### src/design/dlt_pkg.sv
package dlt_pkg;

    typedef enum logic [1:0] {
        MODE_NORMAL  = 2'd0,
        MODE_STRING  = 2'd1,
        MODE_ESCAPED = 2'd2,
        MODE_COMMENT = 2'd3
    } mode_t;

    typedef enum logic [1:0] {
        ERR_NONE         = 2'd0,
        ERR_UNTERMINATED = 2'd1,
        ERR_NO_NEWLINE   = 2'd2
    } err_t;

    localparam logic [7:0] CH_QUOTE     = 8'h22;
    localparam logic [7:0] CH_SEMI      = 8'h3B;
    localparam logic [7:0] CH_BACKSLASH = 8'h5C;
    localparam logic [7:0] CH_NEWLINE   = 8'h0A;
    localparam logic [7:0] CH_SPACE     = 8'h20;
    localparam logic [7:0] CH_TAB       = 8'h09;
    localparam logic [7:0] CH_CR        = 8'h0D;

    // One result of the lexer step
    typedef struct packed {
        logic       char_valid;
        logic [7:0] char_value;
        logic       token_end;
        logic       line_end;
        err_t       error_code;
    } result_t;

endpackage

### src/design/directive_line_tokenizer_core.sv
// Path: a request accepted on s_* passes the input register, then the result
// register, before it appears on m_*.
// Throughput: one request per cycle while m_tready is high; the lexer step
// between the two registers sets the rate. A stalled result holds the input once
// the input register is full, so one request can wait there behind it.
// Reset: rst_n clears both pipeline valids and the lexer state to normal mode.
module directive_line_tokenizer_core
(
    input  logic        clk,
    input  logic        rst_n,

    input  logic        s_tvalid,
    output logic        s_tready,
    input  logic [7:0]  s_tdata,   // [7:0] byte_value
    input  logic        s_tuser,   // [0] kind (0 data byte, 1 end of file)

    output logic        m_tvalid,
    input  logic        m_tready,
    output logic [15:0] m_tdata,   // [7:0] char_value, [8] line_end,
                                   // [10:9] error_code, [15:11] zero
    output logic        m_tlast,   // token_end
    output logic        m_tuser    // [0] char_valid
);

    // Input register
    logic              in_valid_reg;
    logic              in_kind_reg;
    logic [7:0]        in_byte_reg;

    // Result register
    logic              out_valid_reg;
    dlt_pkg::result_t  out_result_reg;

    dlt_pkg::result_t  step_result;
    logic              out_free;
    logic              advance;
    logic              in_take;

    // Result slot frees when empty or being taken downstream
    assign out_free = !out_valid_reg || m_tready;
    // Move the held request through the lexer into the result register
    assign advance  = in_valid_reg && out_free;
    // Take a new request whenever the input register empties this cycle
    assign s_tready = !in_valid_reg || out_free;
    assign in_take  = s_tvalid && s_tready;

    always_ff @(posedge clk or negedge rst_n)
    begin
        if (!rst_n)
            in_valid_reg <= 1'b0;
        else if (s_tready)
            in_valid_reg <= s_tvalid;
    end

    always_ff @(posedge clk)
    begin
        if (in_take)
        begin
            in_kind_reg <= s_tuser;
            in_byte_reg <= s_tdata;
        end
    end

    dlt_lexer u_lexer
    (
        .clk        (clk),
        .rst_n      (rst_n),
        .advance    (advance),
        .kind       (in_kind_reg),
        .byte_value (in_byte_reg),
        .result     (step_result)
    );

    always_ff @(posedge clk or negedge rst_n)
    begin
        if (!rst_n)
            out_valid_reg <= 1'b0;
        else if (out_free)
            out_valid_reg <= in_valid_reg;
    end

    always_ff @(posedge clk)
    begin
        if (advance)
            out_result_reg <= step_result;
    end

    assign m_tvalid = out_valid_reg;
    assign m_tuser  = out_result_reg.char_valid;
    assign m_tlast  = out_result_reg.token_end;
    assign m_tdata  = {5'd0, out_result_reg.error_code, out_result_reg.line_end,
                       out_result_reg.char_value};

    // An end-of-file result carries no token marks
    assert property (@(posedge clk) disable iff (!rst_n)
        (m_tvalid && out_result_reg.error_code != dlt_pkg::ERR_NONE)
            |-> (!m_tuser && !m_tlast && !out_result_reg.line_end))
        else $error("end-of-file result carries token marks");

    // Dropped bytes leave a zero character
    assert property (@(posedge clk) disable iff (!rst_n)
        (m_tvalid && !m_tuser) |-> (out_result_reg.char_value == 8'd0))
        else $error("char_value set without char_valid");

    // A held request is never lost while the result stalls
    assert property (@(posedge clk) disable iff (!rst_n)
        (in_valid_reg && !out_free) |=> in_valid_reg)
        else $error("input register dropped a stalled request");

    // A request entering the lexer must find a free result slot
    assert property (@(posedge clk) disable iff (!rst_n)
        advance |-> out_free)
        else $error("lexer advanced into a full result register");

endmodule

### src/design/dlt_lexer.sv
module dlt_lexer
(
    input  logic               clk,
    input  logic               rst_n,
    input  logic               advance,
    input  logic               kind,
    input  logic [7:0]         byte_value,
    output dlt_pkg::result_t   result
);

    dlt_pkg::mode_t lexer_mode_reg;
    dlt_pkg::mode_t lexer_mode_next;
    logic           token_open_reg;
    logic           token_open_next;
    logic           line_has_tokens_reg;
    logic           line_has_tokens_next;

    logic is_blank;
    logic is_newline;
    logic has_tokens;

    assign is_newline = (byte_value == dlt_pkg::CH_NEWLINE);
    assign is_blank   = (byte_value == dlt_pkg::CH_SPACE) ||
                        ((byte_value >= dlt_pkg::CH_TAB) && (byte_value <= dlt_pkg::CH_CR));
    // Line counts as holding tokens while a token is open or once one is closed on it
    assign has_tokens = line_has_tokens_reg || token_open_reg;

    always_comb
    begin
        lexer_mode_next      = lexer_mode_reg;
        token_open_next      = token_open_reg;
        line_has_tokens_next = line_has_tokens_reg;
        result               = '0;
        result.error_code    = dlt_pkg::ERR_NONE;

        if (kind)
        begin
            if (lexer_mode_reg != dlt_pkg::MODE_NORMAL)
                result.error_code = dlt_pkg::ERR_UNTERMINATED;
            else if (token_open_reg || line_has_tokens_reg)
                result.error_code = dlt_pkg::ERR_NO_NEWLINE;
            lexer_mode_next      = dlt_pkg::MODE_NORMAL;
            token_open_next      = 1'b0;
            line_has_tokens_next = 1'b0;
        end
        else
        begin
            unique case (lexer_mode_reg)
                dlt_pkg::MODE_NORMAL:
                begin
                    if (byte_value == dlt_pkg::CH_QUOTE)
                    begin
                        token_open_next = 1'b1;
                        lexer_mode_next = dlt_pkg::MODE_STRING;
                    end
                    else if (byte_value == dlt_pkg::CH_SEMI)
                    begin
                        lexer_mode_next = dlt_pkg::MODE_COMMENT;
                    end
                    else if (is_blank)
                    begin
                        result.token_end = token_open_reg;
                        token_open_next  = 1'b0;
                        if (is_newline)
                        begin
                            result.line_end      = has_tokens;
                            line_has_tokens_next = 1'b0;
                        end
                        else
                        begin
                            line_has_tokens_next = has_tokens;
                        end
                    end
                    else
                    begin
                        result.char_valid = 1'b1;
                        result.char_value = byte_value;
                        token_open_next   = 1'b1;
                    end
                end
                dlt_pkg::MODE_STRING:
                begin
                    if (byte_value == dlt_pkg::CH_BACKSLASH)
                        lexer_mode_next = dlt_pkg::MODE_ESCAPED;
                    else if (byte_value == dlt_pkg::CH_QUOTE)
                        lexer_mode_next = dlt_pkg::MODE_NORMAL;
                    else
                    begin
                        result.char_valid = 1'b1;
                        result.char_value = byte_value;
                    end
                end
                dlt_pkg::MODE_ESCAPED:
                begin
                    result.char_valid = 1'b1;
                    result.char_value = byte_value;
                    lexer_mode_next   = dlt_pkg::MODE_STRING;
                end
                dlt_pkg::MODE_COMMENT:
                begin
                    // Drop everything up to the newline, which closes token and line
                    if (is_newline)
                    begin
                        result.token_end     = token_open_reg;
                        result.line_end      = has_tokens;
                        token_open_next      = 1'b0;
                        line_has_tokens_next = 1'b0;
                        lexer_mode_next      = dlt_pkg::MODE_NORMAL;
                    end
                end
                default:
                begin
                    lexer_mode_next = dlt_pkg::MODE_NORMAL;
                end
            endcase
        end
    end

    always_ff @(posedge clk or negedge rst_n)
    begin
        if (!rst_n)
        begin
            lexer_mode_reg      <= dlt_pkg::MODE_NORMAL;
            token_open_reg      <= 1'b0;
            line_has_tokens_reg <= 1'b0;
        end
        else if (advance)
        begin
            lexer_mode_reg      <= lexer_mode_next;
            token_open_reg      <= token_open_next;
            line_has_tokens_reg <= line_has_tokens_next;
        end
    end

endmodule
### config.mk
export PLATFORM = sky130hd
export DESIGN_NAME = directive_line_tokenizer_core
export DESIGN_NICKNAME = d
export VERILOG_FILES = /design/src/design/dlt_pkg.sv /design/src/design/directive_line_tokenizer_core.sv /design/src/design/dlt_lexer.sv
export SDC_FILE = /design/constraint.sdc
export NUM_CORES = 1
export LEC_CHECK = 0
export ABC_CLOCK_PERIOD_IN_PS = 2650
export BUFFER_PORTS_ARGS = -buffer_cell sky130_fd_sc_hd__buf_4
export CAP_MARGIN = 20
export CORE_MARGIN = 2
export CORE_UTILIZATION = 25
export DETAILED_ROUTE_END_ITERATION = 12
export MAX_ROUTING_LAYER = met4
export SYNTH_ARGS = -nofsm -noshare
export SYNTH_HDL_FRONTEND = slang
export SYNTH_SLANG_ARGS = --single-unit
### constraint.sdc
create_clock -name clk -period 2.65 [get_ports clk]
set_input_delay 0.265 -clock clk [delete_from_list [all_inputs] [get_ports clk]]
set_output_delay 0.265 -clock clk [all_outputs]
set_load 0.02 [all_outputs]
# ---- After elaboration in Yosys (flattened, before gate mapping)
# Cells that the tools add are included.
dict set report totals {
  reg_bits 28
  inputBits 13
  out_inout_bits 20
}
dict set report classes {
  magnitude_cmp 2
  eq_ne 15
  muxes 31
  n_bitwise 1
  reduce_logical 16
}
# operator count
set op_table {}
lappend op_table {{9-bit two-way mux} 3}
lappend op_table {{9-bit one-hot mux with 3 select lines} 1}
lappend op_table {{8-bit by 6-bit equality test with 1-bit output, second input constant} 3}
lappend op_table {{11-bit two-way mux} 2}
lappend op_table {{2-bit two-way mux} 9}
lappend op_table {{1-bit two-way mux} 12}
lappend op_table {{8-bit by 4-bit equality test with 1-bit output, second input constant} 1}
lappend op_table {{8-bit by 7-bit equality test with 1-bit output, second input constant} 1}
lappend op_table {{8-bit by 4-bit >= comparator with 1-bit output, second input constant} 1}
lappend op_table {{8-bit by 4-bit <= comparator with 1-bit output, second input constant} 1}
lappend op_table {{4-bit by 2-bit inequality test with 1-bit output, second input constant} 2}
lappend op_table {{2-bit one-hot mux with 4 select lines} 1}
lappend op_table {{4-bit AND reduction} 2}
lappend op_table {{3-bit by 2-bit inequality test with 1-bit output, second input constant} 2}
lappend op_table {{3-bit inequality test, second input constant} 2}
lappend op_table {{6-bit AND reduction} 1}
lappend op_table {{2-bit equality test, second input constant} 2}
lappend op_table {{1-bit logical OR} 4}
lappend op_table {{4-bit by 3-bit inequality test with 1-bit output, second input constant} 1}
lappend op_table {{1-bit one-hot mux with 2 select lines} 2}
lappend op_table {{2-bit one-hot mux with 2 select lines} 1}
lappend op_table {{1-bit logical AND} 3}
lappend op_table {{3-bit nonzero test} 1}
lappend op_table {{2-bit by 1-bit equality test with 1-bit output, second input constant} 1}
lappend op_table {{other kinds (5)} 6}

# ---- Longest topological paths before layout
# Gate-level depths: netlist of the first run.
dict set report depth {
  ltp_word 8
  ltp_mapped 7
  ltp_nobuf 7
}

# ---- By module
# Synthesis of the first run repeated with hierarchy kept, for this count alone.
dict set report unflattened {
  hier_cells 109
  area_unflattened_um2 1410.1
}
# module n_inst cells_per_inst area_per_inst_um2 seq_area_each_um2
set modules_own_cells {}
lappend modules_own_cells {directive_line_tokenizer_core 1 36 805.8 710.7}
lappend modules_own_cells {dlt_lexer 1 73 604.3 100.1}

# ---- Worst setup path before layout of the first run
# OpenSTA, ideal clock, no wires.
dict set report synth_timing {
  kind {flip-flop to flip-flop}
  start {register in_byte_reg[4]}
  end {register out_result_reg, in the netlist m_tdata[2] (data pin)}
  setup_ns 0.255
  arrival_ns 1.700
  required_time_ns 2.395
  setup_slack_ns 0.695
  path_stages_with_launch 6
  n_path_buf 0
  period_less_slack_ns 1.955
  path_cell_list {edfxtp_1 -> or3_4 -> a2111oi_4 -> a211oi_2 -> o31a_1 -> and2_1}
}
dict set report synth_via {
  elab_chain_cells 7
}
# item line
set synth_lines {}
lappend synth_lines {{from (decl)} directive_line_tokenizer_core.sv:28} ;# logic [7:0] in_byte_reg;
lappend synth_lines {{from (signal assigned)} directive_line_tokenizer_core.sv:60} ;# in_byte_reg <= s_tdata;
lappend synth_lines {{8-bit by 4-bit >= comparator with 1-bit output / 8-bit by 4-bit <= comparator with 1-bit output (equally long branches)} dlt_lexer.sv:24} ;# ((byte_value >= dlt_pkg::CH_TAB) && (byte_value <= dlt_pkg::CH_CR));
lappend synth_lines {{1-bit logical AND} dlt_lexer.sv:24}
lappend synth_lines {{1-bit logical OR} dlt_lexer.sv:23} ;# assign is_blank = (byte_value == dlt_pkg::CH_SPACE) ||
lappend synth_lines {{9-bit two-way mux} dlt_lexer.sv:60} ;# else if (is_blank)
lappend synth_lines {{11-bit two-way mux} dlt_lexer.sv:56} ;# else if (byte_value == dlt_pkg::CH_SEMI)
lappend synth_lines {{11-bit two-way mux} dlt_lexer.sv:51} ;# if (byte_value == dlt_pkg::CH_QUOTE)
lappend synth_lines {{9-bit one-hot mux with 3 select lines (*)} dlt_lexer.sv:48} ;# unique case (lexer_mode_reg)
lappend synth_lines {{to (signal assigned)} directive_line_tokenizer_core.sv:85} ;# out_result_reg <= step_result;
lappend synth_lines {{to (decl)} directive_line_tokenizer_core.sv:32} ;# dlt_pkg::result_t out_result_reg;
# Mark *: on every way between the ends. The rest lies on a longest branch, timed or not.
# A chain may end at the register's enable or synchronous reset.

# ---- Worst setup path after layout of the first run
dict set report layout_timing {
  start {register in_byte_reg[0]}
  end {register out_result_reg, in the netlist m_tdata[2] (data pin)}
}
# The elaborated chain is that of the path after synthesis.

==> run_results.csv, run 1 <==
group,metric,value,unit
status,status,"finished, final reports clean",
final_layout,num-nets-final,172,
yosys,synth-seq-cells,28,
critical_path,cp_top_family,"compound AO/OA/AOI/OAI gates",
critical_path,critPathBufInv,0,
cts,clockRootBuffer,"clkbuf_8",
placement,dpl_cell_area,1700,sq um
yosys,synthesis.area,1430,sq um
yosys,ys_seq_area_share,56.8,%
critical_path,reg2reg_slack,550,ps
routing,wl_per_cell,11.7,um
critical_path,cp-start-kind,"flop",
routing,dr_total_vias,1011,
grt,track_usage,8.93,%
grt,grt-ovfl-total,0,
critical_path,required,2690,ps
routing,viasPerCell,4.47,
critical_path,crit_slowest_cell,"edfxtp_1",
critical_path,reg2reg_from,"in_byte_reg[0]$_DFFE_PP_",
critical_path,cp_slowest_stage_delay,500,ps
placement,port_buffers,27,
cts,cts_resized,0,
critical_path,path_cells,"or3_4 -> a2111oi_4 -> a211oi_2 -> o31a_1 -> and2_1",
sta,slew_violations,0,
die,initial_core_util,25.9,%
yosys,synth_cells,123,
final_layout,stdcell_area,1780,sq um
min_path,holdPathStages,1,
power,peakVddDrop,0.228,mV
critical_path,crit_path_max_fanout,7,
yosys,synth_top_family_by_area,"simple AND/OR/NAND/NOR gates",
critical_path,r2r_cells,5,
power,p_sw_share,32.2,%
yosys,synth_compound_gate_area_share,11.8,%
yosys,netlist_top_cells_count,"edfxtp_1, nand2_1, nor2_1",
critical_path,rr_endpoint,"m_tdata[2]$_SDFFCE_PP0P_",
yosys,synth_simple_gate_area_share,20.7,%
critical_path,crit_start,"in_byte_reg[0]$_DFFE_PP_",
grt,grt_antenna_before_repair,0,
placement,hpwl,2060,um
cts,h-tree-depth,1,
power,clock_power_share,22.2,%
final_layout,fin_util,32.3,%
final_layout,fillers,592,
die,die_h,79.6,um
power,p_switching,432,uW
min_path,hold_path_class,"input pin to flop",
grt,first_global_vias,931,
sta,timing.final.setup_violations,0,
power,p_comb_share,32.0,%
critical_path,endpoint,"m_tdata[2]$_SDFFCE_PP0P_",
yosys,synthMuxAreaShare,2.19,%
die,die_area,6330,sq um
cts,cts_buffers,3,
power,p_int,909,uW
routing,drc,0,
final_layout,largest_reg_flops,11,
cts,cts_tree,"done",
grt,grt_max_degree,17,
die,fp-row-count,27,
yosys,synthArstFlopShare,21.4,%
critical_path,crit_cells,5,
sta,finalCriticalPeriod,2100,ps
yosys,synth_edf_count,22,
yosys,synth_fa_ha_area_share,3.51,%
yosys,synth_area_leaders,"edfxtp_1, dfrtp_1, and2_1",
cts,clk_pin_slew,100,ps
die,core_region_area,5510,sq um
power,seqPwrFrac,45.8,%
power,power_density,755,nW/um^2
final_layout,n_antenna_cell,0,
power,p_total,1340,uW
sta,finalClockSkew,4.68,ps
yosys,synth_xor_area_share,0,%
cts,clkSinkCount,28,
routing,totalWireLength,2650,um
yosys,syn_area_per_cell,11.6,sq um
yosys,ys.flop_type,"edfxtp_1",
sta,rsz0062_at_grt,"no",
sta,post-route-period-util,79.2,%
sta,hold_ws,158,ps
yosys,yosysTopAreaCell,"edfxtp_1",
yosys,synth_most_common_cell,"edfxtp_1",
die,io_pins,33,
yosys,yosys.area.top_type_share,46.3,%
cts,insertion_delay,280,ps
critical_path,crit_type,"flop to flop",
final_layout,syn_to_final_growth,24.5,%
sta,fmaxAchievable,477,MHz
grt,grt_first_pass_wirelength,4260,um
yosys,synth_cell_types,40,
yosys,yosysWarnings,0,
routing,firstDrtPassIters,4,
run,maxCapViolCount,0,
placement,place.gp.congestion,0.885,
routing,drt_iter0_drc,78,
routing,antenna_left,0,
sta,setup_tns,0,ps
critical_path,critPathArrivalTime,2140,ps
sta,finalHoldViolations,0,
cts,clockBufferDepth,2,
critical_path,cp-end-kind,"flop",
power,p_leak,0.000702,uW
die,die_w,79.6,um
final_layout,drive_gt1_share,24.0,%
layout make-up:
type	count	area [sq um]	area share (%)
timing repair buffer	29	220	12.4
clock buffer	4	66.3	3.73
sequential	28	811	45.6
inverter	7	26.3	1.48
tap	72	90.1	5.07
multi-input combinational	86	564	31.7
power groups by stage:
stage          clock network [uW]  registers [uW]  logic (uW)
6_report                      297             615         430
5_1_grt                       320             623         476
4_1_cts                       308             616         434
3_5_place_dp                    0             626         429
3_3_place_gp                    0             626         430
2_1_floorplan                   0             658         264
logic make-up after synthesis:
family                   count (synthesis)
adder cells (fa/ha/maj)                  4
multiplexers                             3
flip-flops                              28
other                                    1
AND/OR/NAND/NOR                         54
buffers and inverters                   13
AO/OA/AOI/OAI                           20
layer usage:
layer	global-route usage (%)	part of all wire, %	vias to the layer above
li1	-	-	500
met1	11.7	48	475
met2	13.4	45	31
met3	1.70	5.0	5
met4	4.14	1.4	0
met5	-	0	-
layout by cell type (no fill, tap or decap), types with 3 or more instances in the layout:
cell type,count
nand3_1,3
buf_4,28
nor2_1,11
nand2_1,11
nand2b_1,3
edfxtp_1,22
clkbuf_8,3
ha_1,4
conb_1,5
and2_1,8
nor3_1,6
dfrtp_1,6
inv_1,7
a21oi_1,3
worst min-delay path by stage:
| stage | startpoint | to | slack [ps] |
|---|---|---|---|
| final | s_tdata[2] | in_byte_reg[2]$_DFFE_PP_ | 160 |
| after global routing | s_tdata[2] | in_byte_reg[2]$_DFFE_PP_ | 140 |
| after CTS | s_tdata[2] | in_byte_reg[2]$_DFFE_PP_ | 150 |
| after detailed placement | rst_n | u_lexer.lexer_mode_reg[0]$_DFFE_PN0P_ | 80 |
| after global placement | rst_n | u_lexer.lexer_mode_reg[1]$_DFFE_PN0P_ | 80 |
| after floorplan | rst_n | in_valid_reg$_DFFE_PN0N_ | -30 |
stage by stage:
stage / std cells / setup WS, ps
floorplan: 127 / 695
global placement: 221 / 600
detailed placement: 221 / 565
CTS: 226 / 558
global route: 226 / 437
finish: 226 / 552
worst register-to-register path, cell delays in order, from the launching register on:
cell and delay (ps):
edfxtp_1 500, or3_4 420, a2111oi_4 410, a211oi_2 90, o31a_1 280, and2_1 160
timing repair:
item,in CTS,in global routing
endpoints found under the hold margin,6,0
hold buffers,1,0
buffers inserted,0,0
No activity file was read; power rests on OpenSTA's default activity.
==> run 2, diff against run 1 <==
--- a/config.mk
+++ b/config.mk
@@ -5,7 +5,7 @@
 export SDC_FILE = /design/constraint.sdc
 export NUM_CORES = 1
 export LEC_CHECK = 0
-export ABC_CLOCK_PERIOD_IN_PS = 2650
+export ABC_CLOCK_PERIOD_IN_PS = 1880
 export BUFFER_PORTS_ARGS = -buffer_cell sky130_fd_sc_hd__buf_4
 export CAP_MARGIN = 20
 export CORE_MARGIN = 2
==> constraint.sdc (replaced) <==
create_clock -name clk -period 1.88 [get_ports clk]
set_input_delay 0.188 -clock clk [delete_from_list [all_inputs] [get_ports clk]]
set_output_delay 0.188 -clock clk [all_outputs]
set_load 0.02 [all_outputs]
==> run_results.csv, run 2 (synthesis results as in run 1) <==
group,metric,value,unit
status,status,"complete, but fails checks",
status,failed_checks,"negative setup slack",
cts,clockBufferDepth,2,
min_path,hold_path_class,"input pin to flop",
final_layout,drive_gt1_share,45.8,%
die,die_area,6330,sq um
sta,post-route-period-util,105,%
power,power_density,989,nW/um^2
final_layout,final_common_cell,"buf_4",
final_layout,ff_latch_area,811,sq um
power,p_total,2050,uW
grt,track_usage,9.91,%
final_layout,syn_to_final_growth,45.5,%
routing,wl_per_cell,12.5,um
grt,use_met2,14.8,%
routing,dr_total_vias,1118,
critical_path,critPathBufInv,0,
sta,slew_violations,0,
grt,grt_antenna_before_repair,0,
critical_path,crit_slowest_cell,"edfxtp_1",
critical_path,cp_top_family,"compound AO/OA/AOI/OAI gates",
routing,totalWireLength,3140,um
grt,grt_max_degree,16,
sta,timing.final.setup_violations,10,
cts,h-tree-depth,1,
cts,clockRootBuffer,"clkbuf_8",
routing,drc,0,
critical_path,cp-end-kind,"flop",
sta,fin_ws,-92.7,ps
cts,insertion_delay,270,ps
sta,rsz0062_at_grt,"yes",
sta,finalClockSkew,9.84,ps
grt,grt.met3_usage,1.13,%
routing,drt_iter0_drc,123,
final_layout,num-nets-final,197,
die,initial_core_util,25.9,%
placement,dp_cells,239,
routing,firstDrtPassIters,4,
final_layout,n_antenna_cell,0,
placement,hpwl,2250,um
critical_path,required,1920,ps
final_layout,final_cell_mix,"buf_4, edfxtp_1, nand2_1",
die,core_region_area,5510,sq um
die,fp-row-count,27,
placement,place.gp.congestion,0.950,
critical_path,cp_slowest_stage_delay,420,ps
cts,clkSinkCount,28,
routing,viasPerCell,4.45,
grt,grt_first_pass_wirelength,4750,um
die,die_w,79.6,um
critical_path,path_cells,"or3_4 -> a2111oi_4 -> a211oi_4 -> o31a_1 -> and2_1",
final_layout,fin_util,37.7,%
critical_path,critPathArrivalTime,2010,ps
cts,cts_tree,"done",
grt,busiest_layer,"met2",
grt,grt_use_met1,13.0,%
run,maxCapViolCount,0,
critical_path,crit_path_max_fanout,4,
die,io_pins,33,
grt,grt-ovfl-total,0,
sta,finalHoldViolations,0,
critical_path,cp-start-kind,"flop",
final_layout,final_cells,251,
placement,port_buffers,27,
power,peakVddDrop,0.342,mV
routing,antenna_left,0,
final_layout,largest_reg_flops,11,
cts,clk_pin_slew,100,ps
final_layout,fillers,536,
cts,cts_buffers,3,
power,p_leak,0.000845,uW
sta,fmaxAchievable,507,MHz
sta,finalCriticalPeriod,1970,ps
final_layout,multiInputGateArea,689,sq um
grt,first_global_vias,1016,
critical_path,crit_type,"flop to flop",
die,die_h,79.6,um
## run 2: cell count changes in the layout (fill, tap and decap cells not counted), sizes merged
cell  previous run  this run
buf             28        53
## run 2: area by class of cell
type                            instances  share of cell area (%)
Sequential cell                        28                    39.0
Multi-Input combinational cell         86                    33.2
Timing Repair Buffer                   54                    20.0
Tap cell                               72                    4.34
Clock buffer                            4                    2.17
Inverter                                7                    1.27
## run 2: worst register-to-register path, delay by kind of cell (launching register included)
family / cells / cell delay, ps
AOI/OAI and AO/OA: 3 / 740
and+or+nand+nor: 2 / 570
DFF: 1 / 420
## run 2: final timing paths
| kind | from | endpoint | slack [ps] | cells after the start |
|---|---|---|---|---|
| max | in_byte_reg[4]$_DFFE_PP_ | m_tdata[4]$_SDFFCE_PP0P_ | -90 | 5 |
| min | s_tdata[5] | in_byte_reg[5]$_DFFE_PP_ | 80 | 1 |
| max reg2reg | in_byte_reg[4]$_DFFE_PP_ | m_tdata[4]$_SDFFCE_PP0P_ | -90 | 5 |
| min reg2reg | in_valid_reg$_DFFE_PN0N_ | m_tvalid$_DFFE_PN0P_ | 510 | 1 |
| max in group asynchronous | rst_n | m_tvalid$_DFFE_PN0P_ | 1510 | 2 |
| min in group asynchronous | rst_n | u_lexer.line_has_tokens_reg$_DFFE_PN0P_ | 260 | 2 |
## run 2: repair_timing
action / CTS / global route
setup endpoints to repair: 11 / 15
endpoints found under the hold margin: 6 / 0
hold buffers: 1 / 0
pin swaps: 3 / 10
gates resized for setup: 7 / 22
cloned: 0 / 0
buffers inserted: 3 / 4
## run 2: stage by stage
stage          hold slack, ps  cell area [sq um]  setup slack, ps  TNS (ps)
2_1_floorplan            -108               1440            -75.0      -300
3_3_place_gp            -1.61               1840             -204     -1290
3_5_place_dp            -1.05               1840             -111      -650
4_1_cts                  78.2               1950            -73.2      -301
5_1_grt                  70.5               2080             -160     -1640
6_report                 81.7               2080            -92.7      -565
## run 2: report_power, final
part,internal [uW],switching [uW],total (uW)
clock network,152,177,329
logic,404,455,859
registers,792,74.0,866
## run 2: metal layers
metal  vias to the layer above  part of all wire (%)
met4                         0                   4.5
met1                       503                    44
li1                        549                     -
met2                        52                    46
met5                         -                     0
met3                        14                   5.9
==> run 3, diff against run 2 <==
--- a/config.mk
+++ b/config.mk
@@ -11,7 +11,6 @@
 export CORE_MARGIN = 2
 export CORE_UTILIZATION = 25
 export DETAILED_ROUTE_END_ITERATION = 12
-export MAX_ROUTING_LAYER = met4
 export SYNTH_ARGS = -nofsm -noshare
 export SYNTH_HDL_FRONTEND = slang
 export SYNTH_SLANG_ARGS = --single-unit
==> run_results.csv, run 3 (synthesis results as in run 1) <==
group,metric,value,unit
die,die_area,6330,sq um
critical_path,reg2reg_from,"in_byte_reg[3]$_DFFE_PP_",
critical_path,critPathBufInv,0,
cts,insertion_delay,280,ps
status,failed_checks,"negative setup slack",
power,p_total,1970,uW
cts,h-tree-depth,1,
critical_path,rr_endpoint,"m_tdata[4]$_SDFFCE_PP0P_",
routing,firstDrtPassIters,2,
sta,slew_violations,0,
routing,wl_per_cell,12.1,um
critical_path,crit_type,"flop to flop",
cts,clockBufferDepth,2,
critical_path,crit_cells,5,
sta,finalCriticalPeriod,1940,ps
sta,finalClockSkew,2.48,ps
placement,place.gp.congestion,0.913,
placement,port_buffers,27,
min_path,hold_path_class,"input pin to flop",
cts,cts_tree,"done",
die,io_pins,33,
sta,rsz0062_at_grt,"yes",
power,p_leak,0.000827,uW
final_layout,drive_gt1_share,43.7,%
grt,grt_antenna_before_repair,0,
critical_path,crit_path_max_fanout,5,
grt,grt_max_degree,16,
critical_path,critPathArrivalTime,1980,ps
critical_path,crit_start,"in_byte_reg[3]$_DFFE_PP_",
final_layout,syn_to_final_growth,42.0,%
sta,hold_ws,79.2,ps
final_layout,num-nets-final,192,
die,initial_core_util,25.9,%
critical_path,cp-start-kind,"flop",
critical_path,required,1920,ps
final_layout,n_antenna_cell,0,
power,peakVddDrop,0.317,mV
critical_path,crit_slowest_cell,"edfxtp_1",
cts,clkSinkCount,28,
critical_path,r2r_cells,5,
critical_path,path_cells,"or3_4 -> a2111oi_4 -> a211oi_2 -> o31a_1 -> and2_1",
sta,fmaxAchievable,516,MHz
placement,hpwl,2280,um
sta,finalHoldViolations,0,
cts,cts_buffers,3,
sta,fin_ws,-57.2,ps
critical_path,reg2reg_slack,-60,ps
routing,dr_total_vias,1051,
cts,clockRootBuffer,"clkbuf_8",
placement,dpl_cell_area,1840,sq um
power,power_density,970,nW/um^2
final_layout,final_cell_mix,"buf_4, edfxtp_1, nand2_1",
final_layout,fillers,567,
die,fp-row-count,27,
critical_path,cp-end-kind,"flop",
status,status,"complete, but fails checks",
die,core_region_area,5510,sq um
final_layout,largest_reg_flops,11,
placement,pre_cts_ws,-103,ps
routing,drc,0,
grt,first_global_vias,999,
routing,totalWireLength,2970,um
final_layout,multiInputGateArea,677,sq um
final_layout,ff_latch_area,811,sq um
final_layout,final_common_cell,"buf_4",
routing,drt_iter0_drc,50,
run,maxCapViolCount,0,
die,die_w,79.6,um
grt,grt-ovfl-total,0,
sta,post-route-period-util,103,%
critical_path,cp_slowest_stage_delay,450,ps
cts,clk_pin_slew,90,ps
sta,timing.final.setup_violations,8,
final_layout,stdcell_area,2030,sq um
routing,antenna_left,0,
die,die_h,79.6,um
grt,grt_first_pass_wirelength,4800,um
routing,viasPerCell,4.27,
critical_path,endpoint,"m_tdata[4]$_SDFFCE_PP0P_",
grt,track_usage,9.94,%
final_layout,fin_util,36.8,%
critical_path,cp_top_family,"compound AO/OA/AOI/OAI gates",
## run 3: cell types whose count changed in the layout (fill, tap and decap cells not counted), sizes merged
cell    change
buf         -5
clkinv      +1
clkbuf      -1
## run 3: power by group
part / internal, uW / switching (uW)
Combinational: 355 / 425
Clock: 147 / 184
Sequential: 792 / 64.3
Total: 1290 / 673
## run 3: how the worst min path moves through the flow
stage	from	to	slack, ps	cells past startpoint
4_1_cts	s_tuser	in_kind_reg$_DFFE_PP_	70	1
3_5_place_dp	rst_n	u_lexer.lexer_mode_reg[0]$_DFFE_PN0P_	-0.02	1
6_report	s_tuser	in_kind_reg$_DFFE_PP_	80	1
3_3_place_gp	rst_n	u_lexer.lexer_mode_reg[1]$_DFFE_PN0P_	-2	1
5_1_grt	s_tuser	in_kind_reg$_DFFE_PP_	60	1
2_1_floorplan	rst_n	in_valid_reg$_DFFE_PN0N_	-110	0
## run 3: final cells by class
class	instances	share of cell area (%)
clock buffers	3	2.04
clock inverters	1	0.185
inverters	7	1.30
repair buffers	49	18.6
multi-input cells	86	33.4
well taps	72	4.44
flip-flops and latches	28	40.0
## run 3: timing repair
| item | 4_1_cts | 5_1_grt |
|---|---|---|
| endpoints found under the setup margin | 11 | 14 |
| hold buffers | 1 | 0 |
| pin swaps | 4 | 12 |
| resized for setup | 11 | 16 |
| buffers inserted | 1 | 1 |
| endpoints found under the hold margin | 6 | 0 |
## run 3: stage by stage
step                std cells  TNS, ps
floorplan                 127     -300
global placement          239     -969
detailed placement        239     -606
CTS                       245     -230
global route              246    -1010
finish                    246     -250
## run 3: routing by layer
layer	global-route usage, %	wire length (um)	up-vias
li1	-	-	540
met1	13.5	1410	484
met2	14.6	1370	22
met3	1.36	106	5
met4	6.55	78	0
met5	0	0	-
## run 3: worst register-to-register path, cell delays in order, from the launching register on
cell	delay, ps
edfxtp_1	450
or3_4	360
a2111oi_4	350
a211oi_2	90
o31a_1	290
and2_1	170
